==> config.mk <==
export PLATFORM = sky130hd
export DESIGN_NAME = tcw_alu
export DESIGN_NICKNAME = d
export VERILOG_FILES = /design/src/hw/rtl/text_console_cell_writer_top_macros.svh /design/src/hw/rtl/tcw_pkg.sv /design/src/hw/rtl/tcw_alu.sv
export SDC_FILE = /design/constraint.sdc
export NUM_CORES = 1
export LEC_CHECK = 0
export ABC_CLOCK_PERIOD_IN_PS = 2400
export BUFFER_PORTS_ARGS = -buffer_cell sky130_fd_sc_hd__buf_2
export CORE_AREA = 4 4 50 52
export DETAILED_ROUTE_END_ITERATION = 12
export DIE_AREA = 0 0 54 56
export PLACE_DENSITY_LB_ADDON = 0.2
export SYNTH_ARGS = -nofsm -noshare
export SYNTH_HDL_FRONTEND = slang
export SYNTH_SLANG_ARGS = --single-unit
==> constraint.sdc <==
create_clock -name vclk -period 2.4
set_clock_uncertainty 0.1 [all_clocks]
set_input_delay 0 -clock vclk [all_inputs]
set_output_delay 0 -clock vclk [all_outputs]
set_load 0.02 [all_outputs]
==> src/hw/rtl/text_console_cell_writer_top_macros.svh <==
// Assertion macros for the text console cell writer.
`ifndef TEXT_CONSOLE_CELL_WRITER_TOP_MACROS_SVH
`define TEXT_CONSOLE_CELL_WRITER_TOP_MACROS_SVH

// condition that must hold at every edge
`define TCW_ASSERT_ALWAYS(label, cond, msg) \
    label: assert property (@(posedge clk) disable iff (!rst_n) (cond)) \
        else $error(msg);

// antecedent at one edge implies consequent at the next
`define TCW_ASSERT_NEXT(label, ante, cons, msg) \
    label: assert property (@(posedge clk) disable iff (!rst_n) (ante) |=> (cons)) \
        else $error(msg);

`endif

==> src/hw/rtl/tcw_pkg.sv <==
// Package: constants, types and codes of the text console cell writer.
package tcw_pkg;

    localparam int COLUMNS    = 80;
    localparam int ROWS       = 25;
    localparam int CELLS      = COLUMNS * ROWS;
    localparam int ADDR_W     = $clog2(CELLS);
    localparam int SUM_W      = ADDR_W + 1;
    localparam int COL_W      = 7;
    localparam int ROW_W      = 5;
    localparam int CELL_W     = 16;
    localparam int CHAR_W     = 8;
    localparam int ATTR_W     = 8;

    localparam logic [CHAR_W-1:0] BLANK_CHAR   = 8'h20;
    localparam logic [CHAR_W-1:0] NEWLINE_CHAR = 8'h0A;
    localparam logic [CHAR_W-1:0] NUL_CHAR     = 8'h00;
    localparam logic [ATTR_W-1:0] ATTR_RESET   = 8'h07;
    localparam logic [CELL_W-1:0] RESET_CELL   = {ATTR_RESET, BLANK_CHAR};

    typedef enum logic [1:0] {
        OP_PUT   = 2'd0,
        OP_READ  = 2'd1,
        OP_CLEAR = 2'd2,
        OP_NONE  = 2'd3
    } op_t;

    typedef enum logic [3:0] {
        ST_INIT,
        ST_IDLE,
        ST_EXEC,
        ST_READ_WAIT,
        ST_SCROLL_RD,
        ST_SCROLL_WR,
        ST_FILL,
        ST_PUT,
        ST_DONE
    } state_t;

    typedef struct packed {
        logic [SUM_W-1:0] a;
        logic [SUM_W-1:0] b;
        logic [SUM_W-1:0] limit;
    } alu_req_t;

    typedef struct packed {
        logic [SUM_W-1:0] sum;
        logic             hit;
    } alu_rsp_t;

    typedef struct packed {
        logic              we;
        logic [ADDR_W-1:0] waddr;
        logic [CELL_W-1:0] wdata;
        logic [ADDR_W-1:0] raddr;
    } ram_req_t;

    typedef struct packed {
        logic [ROW_W-1:0]  row;
        logic [COL_W-1:0]  col;
        logic [CELL_W-1:0] data;
    } res_t;

endpackage

==> src/hw/rtl/tcw_alu.sv <==
// Shared address adder with end-of-walk compare.
module tcw_alu (
    input  tcw_pkg::alu_req_t req,
    output tcw_pkg::alu_rsp_t rsp
);
    import tcw_pkg::*;

    always_comb
    begin
        rsp.sum = req.a + req.b;
        rsp.hit = (rsp.sum == req.limit);
    end

endmodule

Word-level counts from Yosys, hierarchy flattened
Index checks and enable logic that the tools add are counted. Widths: inputs -> output; s select.

Register bits after elaboration: 0. Bits of input ports: 36. Output and inout port bits: 13. Logic and storage cells: 2.

Add/sub/neg operators: 1. Equality and inequality tests: 1.

Operator list (number): $add 12x12->12 (1); $eq 12x12->1 (1).

Longest topological paths before layout
Gate-level depths: netlist of the first run.

Word-level depth: 2. Depth in mapped cells: 8. Depth with buffers taken out: 8.

Least setup slack after synthesis of the first run
No wires, ideal clock.

Path kind: input port to output port. From: input req[12] in the netlist's numbering. To: output rsp[0] in the netlist's numbering. Data arrival time: 2352 ps. Data required time: 2300 ps. Setup slack: -52 ps. Stages on the path: 8. Path buffers: 0. Path through: ha_1 -> fa_1 -> xor2_1 -> xnor2_1 -> o311ai_1 -> a2111oi_4 -> nand4b_4 -> nor4b_2.

RTL lines: from (decl) (RTL line tcw_alu.sv:3) `input tcw_pkg::alu_req_t req,`; to (decl) (RTL line tcw_alu.sv:4) `output tcw_pkg::alu_rsp_t rsp`.

==> run_results.csv, run 1 <==
group,metric,value,unit
timing,final.period_utilization,0.986,
hold_path,min-delay-start,"req[24]",
cells_and_area,fin_area,0.00140,mm^2
floorplan,initial_core_util,0.443,
cells_and_area,syn_to_final_growth,49.9,%
synthesis,synth_mux_area_frac,0.0215,
cells_and_area,design.seq.count,0,
cells_and_area,final_nets,233,
cells_and_area,drive_gt1_frac,0.454,
detailed_routing,drt_iter0_drc,23,
synthesis,synth_compound_area_frac,0.341,
synthesis,yosys.area.top_type,"ha_1",
cells_and_area,antenna_cells,0,
job,drv_cap,0,
hold_path,min_path_type,"primary input to output pin",
detailed_routing,first_pass_iters,4,
synthesis,synth.avg_cell_area,7.90,um^2
synthesis,yosysMostFrequentCell,"nor2_1",
power,p_leak,0.687,nW
synthesis,synthSimpleGateAreaFrac,0.195,
floorplan,die_y,56,um
timing,finalSetupViolations,0,
timing,tightest_slew,0.533,ns
timing,fmax,423,MHz
synthesis,netlist_area,932,um^2
placement,dp_slack,-0.141,ns
synthesis,synth_top_family_by_area,"compound AO/OA/AOI/OAI gates",
synthesis,synth_warnings,0,
timing,finalSetupTns,0,ns
placement,numPortBuffers,49,
worst_setup_path,critPathLaunch,"req[12]",
placement,placed_cells_incl_taps,208,
synthesis,synth_cell_types,40,
worst_setup_path,required,2.30,ns
floorplan,die_w,54,um
cells_and_area,multi_input_area,926,um^2
status,status,"finished clean",
worst_setup_path,crit_path_end_kind,"output pin",
synthesis,synthCells,118,
global_routing,grt_pass1_vias,1031,
floorplan,coreArea,0.00211,mm^2
cells_and_area,clkbuf_count,0,
floorplan,row_count,17,
power,ir_drop,206,uV
synthesis,synth-xor-area-share,0.212,
worst_setup_path,critical_path.max_fanout,3,
global_routing,grt_overflow,0,
hold_path,min_delay_path_depth,3,
timing,timing.slew.headroom,0.642,
floorplan,num_io_pins,49,
synthesis,synthAdderAreaFrac,0.169,
cells_and_area,fillers,185,
detailed_routing,wirelength,2.81,mm
global_routing,grt_util_all_layers,0.176,
detailed_routing,routedWlPerCell,13.3,um
worst_setup_path,cp.arrival,2.27,ns
detailed_routing,ant_nets,0,
placement,dpl.hpwl,2.33,mm
cells_and_area,utilization,0.664,
detailed_routing,post-route-drc-count,0,
floorplan,die_area,0.00302,mm^2
timing,setup_slack,0.0332,ns
hold_path,hold_end,"rsp[1]",
synthesis,synth_common_cells,"15 x nor2_1, 11 x ha_1, 11 x xnor2_1",
placement,post_dp_cell_area,0.00133,mm^2
synthesis,synth-seq-area-share,0,
timing,maxSlewViolCount,0,
synthesis,ys_top_cells_by_area,"ha_1 15%, xnor2_1 10%, xor2_1 8.5%",
global_routing,antenna_found_initial,0,
synthesis,synth_nets,166,
clocking,hold_buffers,0,
timing,rsz0062_at_grt,"yes",
global_routing,grt_pass1_wl,4.34,mm
placement,gp_congestion,0.835,
detailed_routing,route.vias.total,1142,
detailed_routing,vias_per_cell,5.41,
cells_and_area,final_cells,211,
worst_setup_path,critPathLaunchType,"primary input",
worst_setup_path,worstSetupPathType,"primary input to output pin",
cells_and_area,final-seq-area,0,um^2
global_routing,grt_max_degree,9,
timing,hold_viol,0,
power,power_density,352,mW/mm^2
synthesis,synth_top_area_share,0.148,
timing,period_minus_slack,2.37,ns
-- worst max-delay path: stages --
cell,delay [ns]
buf_6,0.10
ha_4,0.15
fa_2,0.33
a21o_1,0.19
a221o_1,0.36
a221oi_2,0.29
xnor3_1,0.26
nand4b_4,0.18
nor4b_4,0.22
buf_4,0.18
-- routing by layer --
layer,GRT usage,wire [um],up-vias
li1,-,-,581
met1,0.246,1190,522
met2,0.308,1430,39
met3,0.0107,193,0
met4,0,0,0
met5,0,0,-
-- worst max-delay path by stage --
stage	end	slack [ns]	cells after the start
after detailed placement	rsp[0]	-0.14	12
after global placement	rsp[0]	-0.09	12
after CTS	rsp[0]	-0.07	10
after global routing	rsp[0]	-0.06	10
final	rsp[0]	0.03	10
after floorplan	rsp[0]	0.04	8
-- cell families after synthesis --
| logic type | Yosys count |
|---|---|
| mux | 2 |
| fa+ha+maj | 12 |
| buf+inv | 10 |
| xor+xnor | 21 |
| compound gates | 40 |
| simple gates | 33 |
-- cells in the final DEF, fill, tap and decap left out, drive strengths merged, types with 2 or more instances in the layout --
cell type and instances:
a2111oi 2, a211oi 4, a21o 5, a21oi 8, a221o 2, a221oi 3, and3 2, buf 70
ha 11, inv 5, mux2i 2, nand2 4, nand3 3, nor2 15, nor3 4, o21ai 7
o21bai 2, xnor2 11, xor2 9
-- stage by stage --
| stage | total power [mW] | hold slack, ns |
|---|---|---|
| 4_1_cts | 0.479 | 0.248 |
| 3_3_place_gp | 0.458 | 0.279 |
| 6_report | 0.493 | 0.246 |
| 2_1_floorplan | 0.314 | 0.127 |
| 5_1_grt | 0.533 | 0.264 |
| 3_5_place_dp | 0.468 | 0.285 |
-- layout make-up --
type | instances | share of cell area
inverter | 5 | 0.0134
multi-input combinational | 108 | 0.662
tap | 28 | 0.0251
timing repair buffer | 70 | 0.299
-- report_power, final --
| group | total, mW | switching (mW) | internal, mW |
|---|---|---|---|
| combinational | 0.493 | 0.263 | 0.229 |
| sequential | 0 | 0 | 0 |
| clock | 0 | 0 | 0 |
-- what timing repair did --
| item | 4_1_cts | 5_1_grt |
|---|---|---|
| endpoints found under the setup margin | 1 | 1 |
| setup buffers | 1 | 2 |
| pin swaps | 6 | 5 |
| resized for setup | 7 | 3 |
(Power assumes the default switching activity.)
==> run 2: changes to the inputs <==
Settings changed: BUFFER_PORTS_ARGS -buffer_cell sky130_fd_sc_hd__buf_2 to -buffer_cell sky130_fd_sc_hd__buf_4, RECOVER_POWER set to 50.
==> run 2 against run 1 <==
Net effect:
- sequential share of layout area unchanged
- wire length increased by 3.8%
- first-iteration DRC count increased by 13%
- utilization increased by 3.8 points
- critical path depth unchanged
- via count increased by 1.2%
- power increased by 5.6%
- critical endpoint unchanged
- largest cell class unchanged
- highest routed layer is now met4
==> run_results.csv, run 2 (same netlist as run 1, synthesis figures left out) <==
group,metric,value,unit
floorplan,die_w,54,um
worst_setup_path,worstSetupPathType,"primary input to output pin",
timing,fmax,421,MHz
power,ir_drop,238,uV
floorplan,coreArea,0.00211,mm^2
detailed_routing,post-route-drc-count,0,
cells_and_area,final_nets,232,
detailed_routing,drt_iter0_drc,26,
cells_and_area,final_common_cell,"buf_4",
worst_setup_path,critPathLaunch,"req[12]",
timing,tightest_slew,0.484,ns
worst_setup_path,cp.arrival,2.28,ns
floorplan,die_y,56,um
cells_and_area,syn_to_final_growth,58.5,%
timing,timing.slew.headroom,0.674,
global_routing,use_met3,0,
hold_path,min_path_type,"primary input to output pin",
cells_and_area,antenna_cells,0,
timing,hold_viol,0,
placement,post_dp_cell_area,0.00146,mm^2
detailed_routing,vias_per_cell,5.50,
floorplan,row_count,17,
job,drv_cap,0,
detailed_routing,first_pass_iters,4,
detailed_routing,route.vias.total,1156,
timing,rsz0062_at_grt,"yes",
timing,finalSetupViolations,0,
power,p_sw,0.262,mW
floorplan,num_io_pins,49,
power,combPwrFrac,1.000,
worst_setup_path,critPathLaunchType,"primary input",
global_routing,grt_pass1_vias,1134,
worst_setup_path,max_stage_delay,0.36,ns
detailed_routing,routedWlPerCell,13.9,um
clocking,hold_buffers,0,
timing,final.period_utilization,0.990,
global_routing,grt_pass1_wl,4.89,mm
global_routing,top_usage_layer,"met2",
power,power_density,352,mW/mm^2
floorplan,die_area,0.00302,mm^2
global_routing,antenna_found_initial,0,
power,switching_share,0.504,
cells_and_area,fillers,197,
placement,dp_slack,-0.249,ns
cells_and_area,layout_common_cells,"62 x buf_4, 15 x nor2_1, 11 x xnor2_1, 10 x ha_1",
global_routing,grt_util_all_layers,0.202,
timing,finalSetupTns,0,ns
worst_setup_path,crit_path_end_kind,"output pin",
power,clock_power_share,0,
power,totalPowerFinal,0.520,mW
power,pwr-share-seq,0,
timing,period_minus_slack,2.38,ns
placement,numPortBuffers,49,
placement,gp_congestion,0.851,
floorplan,initial_core_util,0.443,
worst_setup_path,critical_path.max_fanout,3,
hold_path,min_delay_path_depth,3,
cells_and_area,drive_gt1_frac,0.412,
worst_setup_path,crit_chain,"buf_6 -> ha_4 -> fa_2 -> a21o_1 -> a221o_1 -> a221oi_2 -> xnor3_1 -> nand4b_4 -> nor4b_4 -> buf_4",
cells_and_area,clkbuf_count,0,
timing,maxSlewViolCount,0,
global_routing,grtUsageMet2,0.379,
timing,setup_slack,0.0244,ns
placement,dpl.hpwl,2.51,mm
cells_and_area,final-seq-area,0,um^2
cells_and_area,fin_area,0.00148,mm^2
power,p_leak,0.707,nW
global_routing,grt_overflow,0,
status,status,"finished clean",
power,p_int,0.258,mW
global_routing,grt_max_degree,9,
hold_path,min-delay-start,"req[24]",
worst_setup_path,crit_slowest_cell,"fa_2",
worst_setup_path,required,2.30,ns
detailed_routing,wirelength,2.92,mm
cells_and_area,design.seq.count,0,
detailed_routing,ant_nets,0,
global_routing,grtUsageMet1,0.264,
## run 2: area by class of cell
type / instances / area [um^2] / area share
inverter: 5 / 18.8 / 0.0127
tap: 28 / 35.0 / 0.0237
multi-input combinational: 108 / 917 / 0.621
timing repair buffer: 69 / 507 / 0.343
## run 2: worst paths after layout
check / end / slack, ns
max: rsp[0] / 0.02
min: rsp[1] / 0.32
## run 2: per-layer routing
metal,vias up,part of all wire,wire (um)
met3,2,0.057,167
met2,41,0.54,1580
met1,537,0.40,1170
met4,0,0.0014,4
li1,576,-,-
met5,-,0,0
## run 2: through the flow
| step | utilization | hold slack (ns) | std cells |
|---|---|---|---|
| 2_1_floorplan | - | 0.127 | 118 |
| 3_3_place_gp | 0.695 | 0.261 | 210 |
| 3_5_place_dp | 0.695 | 0.269 | 210 |
| 4_1_cts | 0.711 | 0.227 | 210 |
| 5_1_grt | 0.702 | 0.329 | 210 |
| 6_report | 0.702 | 0.317 | 210 |
## run 2: power groups by stage
stage	combinational (mW)	clock, mW	sequential [mW]
final	0.520	0	0
after global routing	0.563	0	0
after CTS	0.526	0	0
after detailed placement	0.515	0	0
after global placement	0.505	0	0
after floorplan	0.314	0	0
## run 2: timing repair
| item | in CTS | in global routing |
|---|---|---|
| endpoints found under the setup margin | 1 | 1 |
| setup buffers | 0 | 0 |
| pin swaps | 2 | 1 |
| gates resized for setup | 7 | 0 |
## run 2: critical path, delay by kind of cell
kind | cells | cell delay (ns)
adders and majority gates | 2 | 0.51
buffers and inverters | 2 | 0.28
and+or+nand+nor | 2 | 0.41
xor gates and xnor gates | 1 | 0.26
AOI/OAI and AO/OA | 3 | 0.82
