<file path="src/hw/rtl/text_console_cell_writer_top_macros.svh">
// Assertion macros for the text console cell writer.
`ifndef TEXT_CONSOLE_CELL_WRITER_TOP_MACROS_SVH
`define TEXT_CONSOLE_CELL_WRITER_TOP_MACROS_SVH

// condition that must hold at every edge
`define TCW_ASSERT_ALWAYS(label, cond, msg) \
    label: assert property (@(posedge clk) disable iff (!rst_n) (cond)) \
        else $error(msg);

// antecedent at one edge implies consequent at the next
`define TCW_ASSERT_NEXT(label, ante, cons, msg) \
    label: assert property (@(posedge clk) disable iff (!rst_n) (ante) |=> (cons)) \
        else $error(msg);

`endif

</file>
<file path="src/hw/rtl/tcw_pkg.sv">
// Package: constants, types and codes of the text console cell writer.
package tcw_pkg;

    localparam int COLUMNS    = 80;
    localparam int ROWS       = 25;
    localparam int CELLS      = COLUMNS * ROWS;
    localparam int ADDR_W     = $clog2(CELLS);
    localparam int SUM_W      = ADDR_W + 1;
    localparam int COL_W      = 7;
    localparam int ROW_W      = 5;
    localparam int CELL_W     = 16;
    localparam int CHAR_W     = 8;
    localparam int ATTR_W     = 8;

    localparam logic [CHAR_W-1:0] BLANK_CHAR   = 8'h20;
    localparam logic [CHAR_W-1:0] NEWLINE_CHAR = 8'h0A;
    localparam logic [CHAR_W-1:0] NUL_CHAR     = 8'h00;
    localparam logic [ATTR_W-1:0] ATTR_RESET   = 8'h07;
    localparam logic [CELL_W-1:0] RESET_CELL   = {ATTR_RESET, BLANK_CHAR};

    typedef enum logic [1:0] {
        OP_PUT   = 2'd0,
        OP_READ  = 2'd1,
        OP_CLEAR = 2'd2,
        OP_NONE  = 2'd3
    } op_t;

    typedef enum logic [3:0] {
        ST_INIT,
        ST_IDLE,
        ST_EXEC,
        ST_READ_WAIT,
        ST_SCROLL_RD,
        ST_SCROLL_WR,
        ST_FILL,
        ST_PUT,
        ST_DONE
    } state_t;

    typedef struct packed {
        logic [SUM_W-1:0] a;
        logic [SUM_W-1:0] b;
        logic [SUM_W-1:0] limit;
    } alu_req_t;

    typedef struct packed {
        logic [SUM_W-1:0] sum;
        logic             hit;
    } alu_rsp_t;

    typedef struct packed {
        logic              we;
        logic [ADDR_W-1:0] waddr;
        logic [CELL_W-1:0] wdata;
        logic [ADDR_W-1:0] raddr;
    } ram_req_t;

    typedef struct packed {
        logic [ROW_W-1:0]  row;
        logic [COL_W-1:0]  col;
        logic [CELL_W-1:0] data;
    } res_t;

endpackage

</file>
<file path="src/hw/rtl/tcw_seq.sv">
// Sequencer: cursor, command decode, cell read, scroll, fill and cell write steps.
module tcw_seq (
    input  logic                      clk,
    input  logic                      rst_n,
    input  logic                      in_valid,
    output logic                      in_ready,
    input  logic [1:0]                in_opcode,
    input  logic [tcw_pkg::CHAR_W-1:0] in_char,
    input  logic [tcw_pkg::ADDR_W-1:0] in_idx,
    input  logic [tcw_pkg::ATTR_W-1:0] attr,
    input  logic                      out_free,
    output logic                      res_load,
    output tcw_pkg::res_t             res,
    output tcw_pkg::ram_req_t         ram_req,
    input  logic [tcw_pkg::CELL_W-1:0] ram_rdata,
    output tcw_pkg::alu_req_t         alu_req,
    input  tcw_pkg::alu_rsp_t         alu_rsp
);
    import tcw_pkg::*;

    localparam logic [SUM_W-1:0] SUM_ONE    = SUM_W'(1);
    localparam logic [SUM_W-1:0] SUM_COLS   = SUM_W'(COLUMNS);
    localparam logic [SUM_W-1:0] SUM_CELLS  = SUM_W'(CELLS);
    localparam logic [SUM_W-1:0] SUM_SHIFT  = SUM_W'(COLUMNS * (ROWS - 1));
    localparam logic [ADDR_W-1:0] LAST_ROW_BASE = ADDR_W'(COLUMNS * (ROWS - 1));
    localparam logic [ADDR_W-1:0] IDX_LIMIT = ADDR_W'(CELLS);
    localparam logic [COL_W-1:0] COL_WRAP   = COL_W'(COLUMNS);
    localparam logic [ROW_W-1:0] ROW_LAST   = ROW_W'(ROWS - 1);

    state_t             state_reg, state_next;
    logic [ADDR_W-1:0]  cnt_reg;
    logic [COL_W-1:0]   col_reg;
    logic [ROW_W-1:0]   row_reg;
    logic               put_after_reg;
    op_t                op_reg;
    logic [CHAR_W-1:0]  char_reg;
    logic [ADDR_W-1:0]  idx_reg;
    logic [CELL_W-1:0]  data_reg;
    logic               is_nul;
    logic               is_newline;
    logic               wrap;
    logic [SUM_W-1:0]   row_base;

    assign is_nul     = (char_reg == NUL_CHAR);
    assign is_newline = (char_reg == NEWLINE_CHAR);
    assign wrap       = (col_reg >= COL_WRAP) || is_newline;
    assign row_base   = SUM_W'(row_reg) * SUM_COLS;

    always_comb
    begin
        state_next = state_reg;
        unique case (state_reg)
            ST_INIT:
            begin
                if (alu_rsp.hit)
                begin
                    state_next = ST_IDLE;
                end
            end
            ST_IDLE:
            begin
                if (in_valid)
                begin
                    state_next = ST_EXEC;
                end
            end
            ST_EXEC:
            begin
                unique case (op_reg)
                    OP_PUT:
                    begin
                        priority if (is_nul)
                        begin
                            state_next = ST_DONE;
                        end
                        else if (wrap && (row_reg == ROW_LAST))
                        begin
                            state_next = ST_SCROLL_RD;
                        end
                        else if (is_newline)
                        begin
                            state_next = ST_DONE;
                        end
                        else
                        begin
                            state_next = ST_PUT;
                        end
                    end
                    OP_READ:
                    begin
                        state_next = (idx_reg < IDX_LIMIT) ? ST_READ_WAIT : ST_DONE;
                    end
                    OP_CLEAR: state_next = ST_FILL;
                    OP_NONE:  state_next = ST_DONE;
                endcase
            end
            ST_READ_WAIT: state_next = ST_DONE;
            ST_SCROLL_RD: state_next = ST_SCROLL_WR;
            ST_SCROLL_WR:
            begin
                if (alu_rsp.hit)
                begin
                    state_next = ST_FILL;
                end
                else
                begin
                    state_next = ST_SCROLL_RD;
                end
            end
            ST_FILL:
            begin
                if (alu_rsp.hit)
                begin
                    state_next = put_after_reg ? ST_PUT : ST_DONE;
                end
            end
            ST_PUT: state_next = ST_DONE;
            ST_DONE:
            begin
                if (out_free)
                begin
                    state_next = ST_IDLE;
                end
            end
            default: state_next = ST_IDLE;
        endcase
    end

    always_comb
    begin
        alu_req.a     = {SUM_W{1'b0}};
        alu_req.b     = {SUM_W{1'b0}};
        alu_req.limit = SUM_CELLS;
        ram_req.we    = 1'b0;
        ram_req.waddr = cnt_reg;
        ram_req.wdata = {attr, BLANK_CHAR};
        ram_req.raddr = idx_reg;
        unique case (state_reg)
            ST_INIT:
            begin
                alu_req.a     = SUM_W'(cnt_reg);
                alu_req.b     = SUM_ONE;
                ram_req.we    = 1'b1;
                ram_req.wdata = RESET_CELL;
            end
            ST_FILL:
            begin
                alu_req.a     = SUM_W'(cnt_reg);
                alu_req.b     = SUM_ONE;
                ram_req.we    = 1'b1;
            end
            ST_SCROLL_RD:
            begin
                alu_req.a     = SUM_W'(cnt_reg);
                alu_req.b     = SUM_COLS;
                ram_req.raddr = alu_rsp.sum[ADDR_W-1:0];
            end
            ST_SCROLL_WR:
            begin
                alu_req.a     = SUM_W'(cnt_reg);
                alu_req.b     = SUM_ONE;
                alu_req.limit = SUM_SHIFT;
                ram_req.we    = 1'b1;
                ram_req.wdata = ram_rdata;
            end
            ST_PUT:
            begin
                alu_req.a     = row_base;
                alu_req.b     = SUM_W'(col_reg);
                ram_req.we    = 1'b1;
                ram_req.waddr = alu_rsp.sum[ADDR_W-1:0];
                ram_req.wdata = {attr, char_reg};
            end
            default:
            begin
                alu_req.a     = {SUM_W{1'b0}};
            end
        endcase
    end

    assign in_ready = (state_reg == ST_IDLE);
    assign res_load = (state_reg == ST_DONE) && out_free;
    assign res      = '{row: row_reg, col: col_reg, data: data_reg};

    always_ff @(posedge clk or negedge rst_n)
    begin
        if (!rst_n)
        begin
            state_reg     <= ST_INIT;
            cnt_reg       <= {ADDR_W{1'b0}};
            col_reg       <= {COL_W{1'b0}};
            row_reg       <= {ROW_W{1'b0}};
            put_after_reg <= 1'b0;
        end
        else
        begin
            state_reg <= state_next;
            unique case (state_reg)
                ST_INIT, ST_FILL:
                begin
                    cnt_reg <= alu_rsp.sum[ADDR_W-1:0];
                end
                ST_EXEC:
                begin
                    if (op_reg == OP_PUT && !is_nul && wrap)
                    begin
                        col_reg <= {COL_W{1'b0}};
                        if (row_reg == ROW_LAST)
                        begin
                            cnt_reg       <= {ADDR_W{1'b0}};
                            put_after_reg <= !is_newline;
                        end
                        else
                        begin
                            row_reg <= row_reg + ROW_W'(1);
                        end
                    end
                    else if (op_reg == OP_CLEAR)
                    begin
                        cnt_reg       <= {ADDR_W{1'b0}};
                        put_after_reg <= 1'b0;
                    end
                end
                ST_SCROLL_WR:
                begin
                    cnt_reg <= alu_rsp.hit ? LAST_ROW_BASE : alu_rsp.sum[ADDR_W-1:0];
                end
                ST_PUT:
                begin
                    col_reg <= col_reg + COL_W'(1);
                end
                default:
                begin
                    cnt_reg <= cnt_reg;
                end
            endcase
        end
    end

    always_ff @(posedge clk)
    begin
        if (state_reg == ST_IDLE && in_valid)
        begin
            op_reg   <= op_t'(in_opcode);
            char_reg <= in_char;
            idx_reg  <= in_idx;
        end
        if (state_reg == ST_EXEC)
        begin
            data_reg <= {CELL_W{1'b0}};
        end
        else if (state_reg == ST_READ_WAIT)
        begin
            data_reg <= ram_rdata;
        end
    end

endmodule

</file>
<file path="config.mk">
export PLATFORM = sky130hd
export DESIGN_NAME = tcw_seq
export DESIGN_NICKNAME = d
export VERILOG_FILES = /design/src/hw/rtl/text_console_cell_writer_top_macros.svh /design/src/hw/rtl/tcw_pkg.sv /design/src/hw/rtl/tcw_seq.sv
export SDC_FILE = /design/constraint.sdc
export NUM_CORES = 1
export LEC_CHECK = 0
export BUFFER_PORTS_ARGS = -buffer_cell sky130_fd_sc_hd__buf_2
export CAP_MARGIN = 40
export CORE_UTILIZATION = 49
export DETAILED_ROUTE_END_ITERATION = 10
export GPL_TIMING_DRIVEN = 0
export PLACE_DENSITY = 0.83
export SKIP_LAST_GASP = 1
export SLEW_MARGIN = 20
export SYNTH_ARGS = -nofsm -noshare
export SYNTH_HDL_FRONTEND = slang
export SYNTH_SLANG_ARGS = --single-unit
</file>
<file path="constraint.sdc">
create_clock -name clk -period 2.7 [get_ports clk]
set_input_delay 0.54 -clock clk [delete_from_list [all_inputs] [get_ports clk]]
set_output_delay 0.54 -clock clk [all_outputs]
set_load 0.01 [all_outputs]
</file>
Yosys cells after proc, flatten, opt, wreduce, memory -nomap -nowiden
Index checks and enable logic that the tools add are counted.
{"block": "word_totals", "mem_bits_ro": 0, "elab_cells": 89, "ram_bits": 0, "reg_bits": 65, "mem_count": 0, "latchBits": 0, "output_inout_bits": 105}
{"block": "classes", "n_lt_le_gt_ge": 2, "eq_ne": 21, "bitwise_logic": 1, "shift": 0, "reduce_logical": 24, "add_sub_neg": 2, "multipliers": 1, "n_mux": 29, "div": 0}
{"op": "11-bit two-way mux", "n": 6}
{"op": "16-bit one-hot mux with 3 select lines", "n": 1}
{"op": "4-bit two-way mux", "n": 9}
{"op": "11-bit one-hot mux with 3 select lines", "n": 1}
{"op": "4-bit one-hot mux with 8 select lines", "n": 1}
{"op": "12-bit one-hot mux with 2 select lines", "n": 1}
{"op": "7-bit one-hot mux with 3 select lines", "n": 1}
{"op": "4-bit by 3-bit == test with 1-bit output (second input constant)", "n": 4}
{"op": "4-bit one-hot mux with 4 select lines", "n": 1}
{"op": "7-bit two-way mux", "n": 2}
{"op": "7-bit one-hot mux with 2 select lines", "n": 1}
{"op": "11-bit less-than comparator (second input constant)", "n": 1}
{"op": "2-bit inequality test (second input constant)", "n": 5}
{"op": "3-bit AND reduction", "n": 3}
{"op": "4-bit by 2-bit == test with 1-bit output (second input constant)", "n": 2}
{"op": "8-bit by 4-bit == test with 1-bit output (second input constant)", "n": 1}
{"op": "8-bit zero test", "n": 1}
{"op": "5-bit by 3-bit multiplier with 8-bit output (second input constant)", "n": 1}
{"op": "4-bit OR reduction", "n": 2}
{"op": "7-bit by 1-bit adder with 7-bit output (second input constant)", "n": 1}
{"op": "7-bit greater-or-equal comparator (second input constant)", "n": 1}
{"op": "3-bit inequality test (second input constant)", "n": 2}
{"op": "5-bit by 1-bit adder with 5-bit output (second input constant)", "n": 1}
{"op": "5-bit == test (second input constant)", "n": 1}
{"op": "other kinds (19)", "n": 30}

Longest topological paths before layout
Gate-level depths: netlist of run 1.
{"block": "depth", "depth_word": 7, "ltp_mapped": 7, "depth_no_buf": 7}

Worst setup path after synthesis of run 1
Ideal clock, no wire load.
{"block": "synth_timing", "kind": "register to output", "from": "register row_reg[3]", "to": "output alu_req[33] in the netlist's numbering", "path_buffers": 0, "stages_incl_launch_ff": 7, "t_required_ns": 2.160, "slack_ns": 0.466, "t_arrival_ns": 1.694, "path_cell_list": "dfrtp_1 ha_1 ha_1 inv_1 fa_1 xor2_1 o32ai_1"}
{"element": "from (decl)", "line": "tcw_seq.sv:33", "text": "logic [ROW_W-1:0] row_reg;"}
{"element": "from (signal assigned)", "line": "tcw_seq.sv:192", "text": "row_reg <= {ROW_W{1'b0}};"}
{"element": "from (signal assigned)", "line": "tcw_seq.sv:215", "text": "row_reg <= row_reg + ROW_W'(1);"}
{"element": "to (decl)", "line": "tcw_seq.sv:16", "text": "output tcw_pkg::alu_req_t alu_req,"}

==> flow_summary.toml, run 1 <==
[logic_synthesis]
flop_and_latch_count_out_of_synthesis = 65
synth_compound_area_share_pct = 21.4
synth.yosys.warnings = 0
ys_top_cells_by_count = "sky130_fd_sc_hd__nand2_1, sky130_fd_sc_hd__a22o_1, sky130_fd_sc_hd__dfrtp_1"
syn_inst = 424
combinational_family_with_the_most_area_after_synthesis = "compound AO/OA/AOI/OAI gates"
synth-xor-area-share_pct = 1.77
synth.yosys.seq_area_share_pct = 41.6
postSynthAreaPerCell_um2 = 9.36
synth-adder-area-share_pct = 3.91
synthMostInstantiatedCell = "sky130_fd_sc_hd__nand2_1"
synthDominantCellAreaShare_pct = 17.7
synth_area_um2 = 3970
postSynth.asyncResetShare_pct = 43.1
edff_count_synth = 21
synth_ff_type = "sky130_fd_sc_hd__dfrtp_1"
synthSimpleGateAreaFrac_pct = 20.0
synth_cell_type_count = 71
synth_top_cell_by_area = "sky130_fd_sc_hd__dfrtp_1"
synth_area_leaders = "sky130_fd_sc_hd__dfrtp_1, sky130_fd_sc_hd__edfxtp_1, sky130_fd_sc_hd__dfxtp_1"
yosys-mux-area-fraction_pct = 3.91

[setup_path]
timing.critical_path.max_delay_family = "buffers and inverters"
path_class = "register to output pin"
regToRegSetupSlack_ns = 0.58
end_kind = "output pin"
cpMaxStageDelayCell = "sky130_fd_sc_hd__dfrtp_1"
critPathArrivalTime_ns = 2.16
path_buf_inv = 5
cp_cell_sequence = "buf_4, clkbuf_4, and4b_1, clkbuf_4, buf_2, o21ai_0, buf_2"
count_of_cells_along_the_worst_register_to_register_path = 5
critical_path.startpoint_type = "register"
worstPathRequired_ns = 2.16
r2r-end = "idx_reg[7]"
timing.critical_path.slowest_cell_delay_ns = 0.36
r2r_start = "state_reg[0]"
critPathMaxFanout = 10

[timing]
max_slew.worst_pin.slew_ns = 0.710
grt_setup_unrepaired = "true"
final_skew_ns = 0.00777
finalSetupViolations = 0
slew-limit-headroom_pct = 52.7
highest_clock_rate_mhz = 371
setup_slack_ns = 0.00324
final.min_clock_period_ns = 2.70
hold_viol = 0
min_period_over_period_pct = 99.9
slew_viol_final = 0

[route]
route.antenna.remaining_nets = 0
detail_route.drc_violations = 0
drt_iter0_markers = 329
drt_pre_antenna_iters = 5
wl_mm = 11.5
routed-via-count = 4043
vias_per_cell = 5.67
routed_wire_per_std_cell_um = 16.2

[clock_network]
cts-buffers-inserted = 9
cts_num_sinks = 65
root_buffer = "sky130_fd_sc_hd__clkbuf_8"
cts_max_level = 3
ctsLongestPathBuffers = 2
path_clk_slew_ns = 0.07
clock_latency_ns = 0.34
cts_tree = "done"

[pwr]
power_density_nw_per_um2 = 995
post-layout-total-power_mw = 5.21
irDropWorstVdd_mv = 0.554
power.static_leakage_nw = 2.52

[run_status]
status = "completed"

[cells_and_area]
insertedDiodeCount = 0
fin_util_pct = 67.4
drive_gt1_share_pct = 39.1
areaGrowthSynthToFinish_pct = 32.0
final_area_um2 = 5240
post_layout_nonfiller_instances = 713
multi_input_area_um2 = 2140
largest_register_ffs = 16
seqCellArea_um2 = 1660
filler_cell_count = 612
final_net_count = 679

[global_route]
grt_pass1_wl_mm = 18.1
grt_max_degree = 29
groute.usage.overall_pct = 27.3
grt_antenna_before_repair = 0
first_global_vias = 3807
gr-total-overflow = 0

[placement]
dpl-instance-area_um2 = 4910
placed_cells_incl_taps = 690
placement.io_buffers = 150
place.gp.congestion = 0.861
detailedPlace.worstSlack_ns = -0.00333
place_hpwl_mm = 8.42

[min_path]
hold_class = "input pin to async pin"

[floorplanning]
die_x_um = 92.0
fp.coreArea_um2 = 7770
ioPinCount = 167
start_util_pct = 51.1
std_cell_rows = 32
design.die.area_um2 = 8460
die_h_um = 92.0

[job]
max_cap_violations = 0
-- worst reg2reg max path, cell delays in order, from the launching register on --
cell	delay, ns
sky130_fd_sc_hd__dfrtp_1	0.39
sky130_fd_sc_hd__buf_4	0.21
sky130_fd_sc_hd__clkbuf_1	0.31
sky130_fd_sc_hd__nor2b_1	0.27
sky130_fd_sc_hd__and3_1	0.41
sky130_fd_sc_hd__buf_8	0.22
-- kinds of logic (layout without fill, tap and decap cells) --
kind of cell / Yosys count / in the layout
muxes: 14 / 14
and+or+nand+nor: 151 / 152
xor gates and xnor gates: 8 / 8
DFF: 65 / 65
adders and majority gates: 12 / 12
buffers and inverters: 56 / 229
AOI/OAI and AO/OA: 116 / 116
other: 2 / 15
-- power by group --
part	total, mW	internal, mW	switching, mW
Clock	0.804	0.438	0.367
Combinational	2.85	1.20	1.65
Sequential	1.56	1.36	0.205
-- cells in the final DEF (no fill, tap or decap), types with 8 or more instances in the layout --
cell | netlist | layout
sky130_fd_sc_hd__buf_2 | 6 | 154
sky130_fd_sc_hd__nand2_1 | 71 | 71
sky130_fd_sc_hd__a22o_1 | 28 | 28
sky130_fd_sc_hd__buf_4 | 18 | 25
sky130_fd_sc_hd__a21oi_1 | 25 | 24
sky130_fd_sc_hd__dfrtp_1 | 28 | 24
sky130_fd_sc_hd__o21ai_0 | 22 | 22
sky130_fd_sc_hd__edfxtp_1 | 21 | 21
sky130_fd_sc_hd__inv_1 | 18 | 18
sky130_fd_sc_hd__nor2_1 | 16 | 16
sky130_fd_sc_hd__dfxtp_1 | 16 | 16
sky130_fd_sc_hd__conb_1 | 2 | 15
sky130_fd_sc_hd__mux2_2 | 11 | 11
sky130_fd_sc_hd__clkbuf_8 | 0 | 11
sky130_fd_sc_hd__clkbuf_1 | 11 | 9
sky130_fd_sc_hd__and2_1 | 9 | 9
sky130_fd_sc_hd__nand3_1 | 9 | 9
sky130_fd_sc_hd__ha_1 | 10 | 8
-- final cells by class --
class | instances | share of cell area [%]
Inverter | 18 | 1.29
Clock inverter | 2 | 0.191
Multi-Input combinational cell | 317 | 40.9
Buffer | 38 | 4.52
Timing Repair Buffer | 157 | 15.5
Clock buffer | 14 | 3.51
Sequential cell | 65 | 31.6
Tap cell | 102 | 2.44
-- how the worst max path moves through the flow --
stage | slack [ns] | depth (start not counted) | to | start
final | 0.003 | 7 | ram_req[35] | state_reg[2]
after detailed placement | -0.003 | 5 | ram_req[9] | state_reg[3]
after global routing | -0.12 | 7 | ram_req[16] | state_reg[2]
after global placement | -0.04 | 5 | ram_req[9] | state_reg[3]
after floorplan | 0.47 | 6 | alu_req[33] | row_reg[3]
after CTS | 0.02 | 7 | alu_req[33] | row_reg[1]
-- per-layer routing --
layer | vias to the layer above | part of all wire [%] | wire [µm] | global-route usage [%]
li1 | 1880 | - | - | -
met1 | 1899 | 38 | 4410 | 33.2
met2 | 228 | 50 | 5800 | 46.8
met3 | 36 | 8.5 | 975 | 5.64
met4 | 0 | 3.0 | 343 | 11.7
met5 | - | 0 | 0 | 0
-- stage by stage --
| stage | TNS (ns) | hold slack [ns] |
|---|---|---|
| floorplan | 0 | 0.244 |
| global placement | -0.223 | 0.440 |
| detailed placement | -0.00333 | 0.445 |
| CTS | 0 | 0.228 |
| global route | -0.387 | 0.262 |
| finish | 0 | 0.207 |
-- repair_timing --
action | in CTS | in global routing
hold buffers | 0 | 0
gates resized for setup | 14 | 15
endpoints found under the setup margin | 39 | 40
pin swaps | 1 | 2
setup buffers | 5 | 1
gates cloned | 1 | 0
Power figures use the tool's default switching activity.
==> run 2: changes to the inputs <==
--- a/config.mk
+++ b/config.mk
@@ -5,12 +5,13 @@
 export SDC_FILE = /design/constraint.sdc
 export NUM_CORES = 1
 export LEC_CHECK = 0
+export ABC_AREA = 1
 export BUFFER_PORTS_ARGS = -buffer_cell sky130_fd_sc_hd__buf_2
 export CAP_MARGIN = 40
-export CORE_UTILIZATION = 49
+export CORE_UTILIZATION = 48
 export DETAILED_ROUTE_END_ITERATION = 10
 export GPL_TIMING_DRIVEN = 0
-export PLACE_DENSITY = 0.83
+export PLACE_DENSITY = 0.82
 export SKIP_LAST_GASP = 1
 export SLEW_MARGIN = 20
 export SYNTH_ARGS = -nofsm -noshare
==> run 2 against run 1 <==
Effect of this change: design area shrank 5.1%; area after synthesis shrank 5.5%; fmax grew 1.3%; cell count grew 8.8%; critical endpoint is now alu_req[34].
==> flow_summary.toml, run 2 <==
[global_route]
grt_pass1_wl_mm = 16.5
gr-total-overflow = 0
grt_max_degree = 29
grt_antenna_before_repair = 0
first_global_vias = 3593
groute.usage.overall_pct = 25.2

[pwr]
power.static_leakage_nw = 2.64
power_density_nw_per_um2 = 919
post-layout-total-power_mw = 4.57
irDropWorstVdd_mv = 0.514

[floorplanning]
die_x_um = 90.4
ioPinCount = 167
die_h_um = 90.4
std_cell_rows = 31
design.die.area_um2 = 8170
fp.coreArea_um2 = 7410
start_util_pct = 50.7

[clock_network]
ctsLongestPathBuffers = 2
path_clk_slew_ns = 0.07
cts_num_sinks = 65
cts_max_level = 3
cts_tree = "done"
root_buffer = "sky130_fd_sc_hd__clkbuf_8"
clock_latency_ns = 0.34
cts-buffers-inserted = 9

[placement]
dpl-instance-area_um2 = 4710
detailedPlace.worstSlack_ns = 0.222
place_hpwl_mm = 8.08
placement.io_buffers = 150
place.gp.congestion = 0.944

[setup_path]
critPathArrivalTime_ns = 2.12
critical_path.startpoint_type = "register"
r2r-end = "state_reg[1]"
count_of_cells_along_the_worst_register_to_register_path = 12
worstPathRequired_ns = 2.16
end_kind = "output pin"
r2r_start = "row_reg[1]"
startpoint = "row_reg[2]"
regToRegSetupSlack_ns = 0.75
path_class = "register to output pin"
worstSetupEndpoint = "alu_req[34]"
critPathMaxFanout = 7

[logic_synthesis]
flop_and_latch_count_out_of_synthesis = 65
synth_cell_type_count = 38
synth_compound_area_share_pct = 13.5
synth_ff_type = "sky130_fd_sc_hd__dfrtp_1"
synth.yosys.seq_area_share_pct = 44.0
synthSimpleGateAreaFrac_pct = 24.6
yosys-mux-area-fraction_pct = 0.900
syn_inst = 494
synth-adder-area-share_pct = 3.87
synth_area_leaders = "sky130_fd_sc_hd__dfrtp_1, sky130_fd_sc_hd__edfxtp_1, sky130_fd_sc_hd__nand2_1"
edff_count_synth = 21
combinational_family_with_the_most_area_after_synthesis = "simple AND/OR/NAND/NOR gates"
synth-xor-area-share_pct = 1.40
synth_top_cell_by_area = "sky130_fd_sc_hd__dfrtp_1"
synthMostInstantiatedCell = "sky130_fd_sc_hd__nand2_1"
synthDominantCellAreaShare_pct = 18.7
ys_top_cells_by_count = "sky130_fd_sc_hd__nand2_1, sky130_fd_sc_hd__inv_1, sky130_fd_sc_hd__o21ai_0"
postSynth.asyncResetShare_pct = 43.1
postSynthAreaPerCell_um2 = 7.60
synth_area_um2 = 3750
synth.yosys.warnings = 0

[timing]
highest_clock_rate_mhz = 376
slew_viol_final = 0
setup_slack_ns = 0.0384
min_period_over_period_pct = 98.6
final_skew_ns = 0.0117
finalSetupViolations = 0
final.min_clock_period_ns = 2.66
max_slew.worst_pin.slew_ns = 0.672
grt_setup_unrepaired = "true"
hold_viol = 0
slew-limit-headroom_pct = 55.2

[route]
drt_pre_antenna_iters = 5
drt_iter0_markers = 295
routed-via-count = 3930
wl_mm = 10.5
detail_route.drc_violations = 0
vias_per_cell = 5.06
routed_wire_per_std_cell_um = 13.5
route.antenna.remaining_nets = 0

[min_path]
hold_class = "input pin to async pin"

[job]
max_cap_violations = 0

[cells_and_area]
insertedDiodeCount = 0
areaGrowthSynthToFinish_pct = 32.5
fin_util_pct = 67.1
largest_register_ffs = 16
final_net_count = 745
layout_commonest_cell = "sky130_fd_sc_hd__buf_2"
most_used_cells_in_the_layout_excluding_fill_and_tap_cells = "sky130_fd_sc_hd__buf_2, sky130_fd_sc_hd__nand2_1, sky130_fd_sc_hd__inv_1"
drive_gt1_share_pct = 33.5
final_area_um2 = 4970

[run_status]
status = "completed"
## run 2: changes by cell type in the layout (fill, tap and decap cells not counted), moves of 8 or more
cell and change:
sky130_fd_sc_hd__and2_1 -9, sky130_fd_sc_hd__inv_1 +36, sky130_fd_sc_hd__nand2_1 +76, sky130_fd_sc_hd__nor2_1 +16, sky130_fd_sc_hd__mux2_2 -8, sky130_fd_sc_hd__inv_2 +11
sky130_fd_sc_hd__nand3_1 +15, sky130_fd_sc_hd__a22o_1 -21, sky130_fd_sc_hd__o21ai_0 +19
## run 2: worst min path at each step
stage | startpoint | end | cells past startpoint
finish | rst_n | cnt_reg[3] | 1
global route | rst_n | cnt_reg[3] | 1
CTS | rst_n | cnt_reg[3] | 1
detailed placement | data_reg[10] | data_reg[10] | 2
global placement | data_reg[11] | data_reg[11] | 2
floorplan | rst_n | cnt_reg[0] | 0
## run 2: metal layers
metal | up-vias | wire [µm] | track usage, %
met4 | 0 | 237 | 12.0
met3 | 23 | 607 | 4.29
met1 | 1807 | 4550 | 32.4
met2 | 173 | 5080 | 41.2
met5 | - | 0 | 0
li1 | 1927 | - | -
## run 2: repair_timing
| item | CTS | global route |
|---|---|---|
| hold buffers | 0 | 0 |
| setup endpoints to repair | 2 | 22 |
| setup buffers | 2 | 1 |
| gates resized for setup | 3 | 12 |
| pin swaps | 0 | 3 |
## run 2: area by class of cell
type                       count  area, µm²
clock buffer                  14        173
inverter                      66        248
clock inverter                 2       11.3
multi-input combinational    347       1790
timing repair buffer         154        788
fill                         639       2440
tap                           99        124
sequential                    65       1660
buffer                        29        184
## run 2: critical path, cell delays in order (launching register included)
cell                      delay, ns
sky130_fd_sc_hd__dfrtp_2       0.46
sky130_fd_sc_hd__ha_1          0.33
sky130_fd_sc_hd__ha_1          0.29
sky130_fd_sc_hd__a21oi_1       0.06
sky130_fd_sc_hd__o21ba_2       0.20
sky130_fd_sc_hd__xor2_1        0.13
sky130_fd_sc_hd__o21ai_0       0.17
sky130_fd_sc_hd__buf_2         0.16
## run 2: per-stage QoR
step / hold slack (ns) / setup TNS (ns) / instances
after floorplan: 0.244 / 0 / 507
after global placement: 0.447 / 0 / 756
after detailed placement: 0.452 / 0 / 757
after CTS: 0.241 / -0.00241 / 775
after global routing: 0.262 / -0.139 / 776
final: 0.234 / 0 / 776
## run 2: power breakdown
| group | total (mW) | switching (mW) | leakage [nW] | internal, mW |
|---|---|---|---|---|
| Sequential | 1.52 | 0.189 | 0.690 | 1.33 |
| Clock | 0.771 | 0.362 | 0.0970 | 0.409 |
| Combinational | 2.28 | 1.44 | 1.85 | 0.842 |
## run 2: kinds of logic (layout without fill, tap and decap cells)
| group | count (synthesis) | in the layout |
|---|---|---|
| flops | 65 | 65 |
| other cells | 2 | 15 |
| xor+xnor | 6 | 6 |
| buf+inv | 95 | 265 |
| compound gates | 90 | 90 |
| fa+ha+maj | 11 | 11 |
| mux | 3 | 3 |
| simple gates | 222 | 222 |
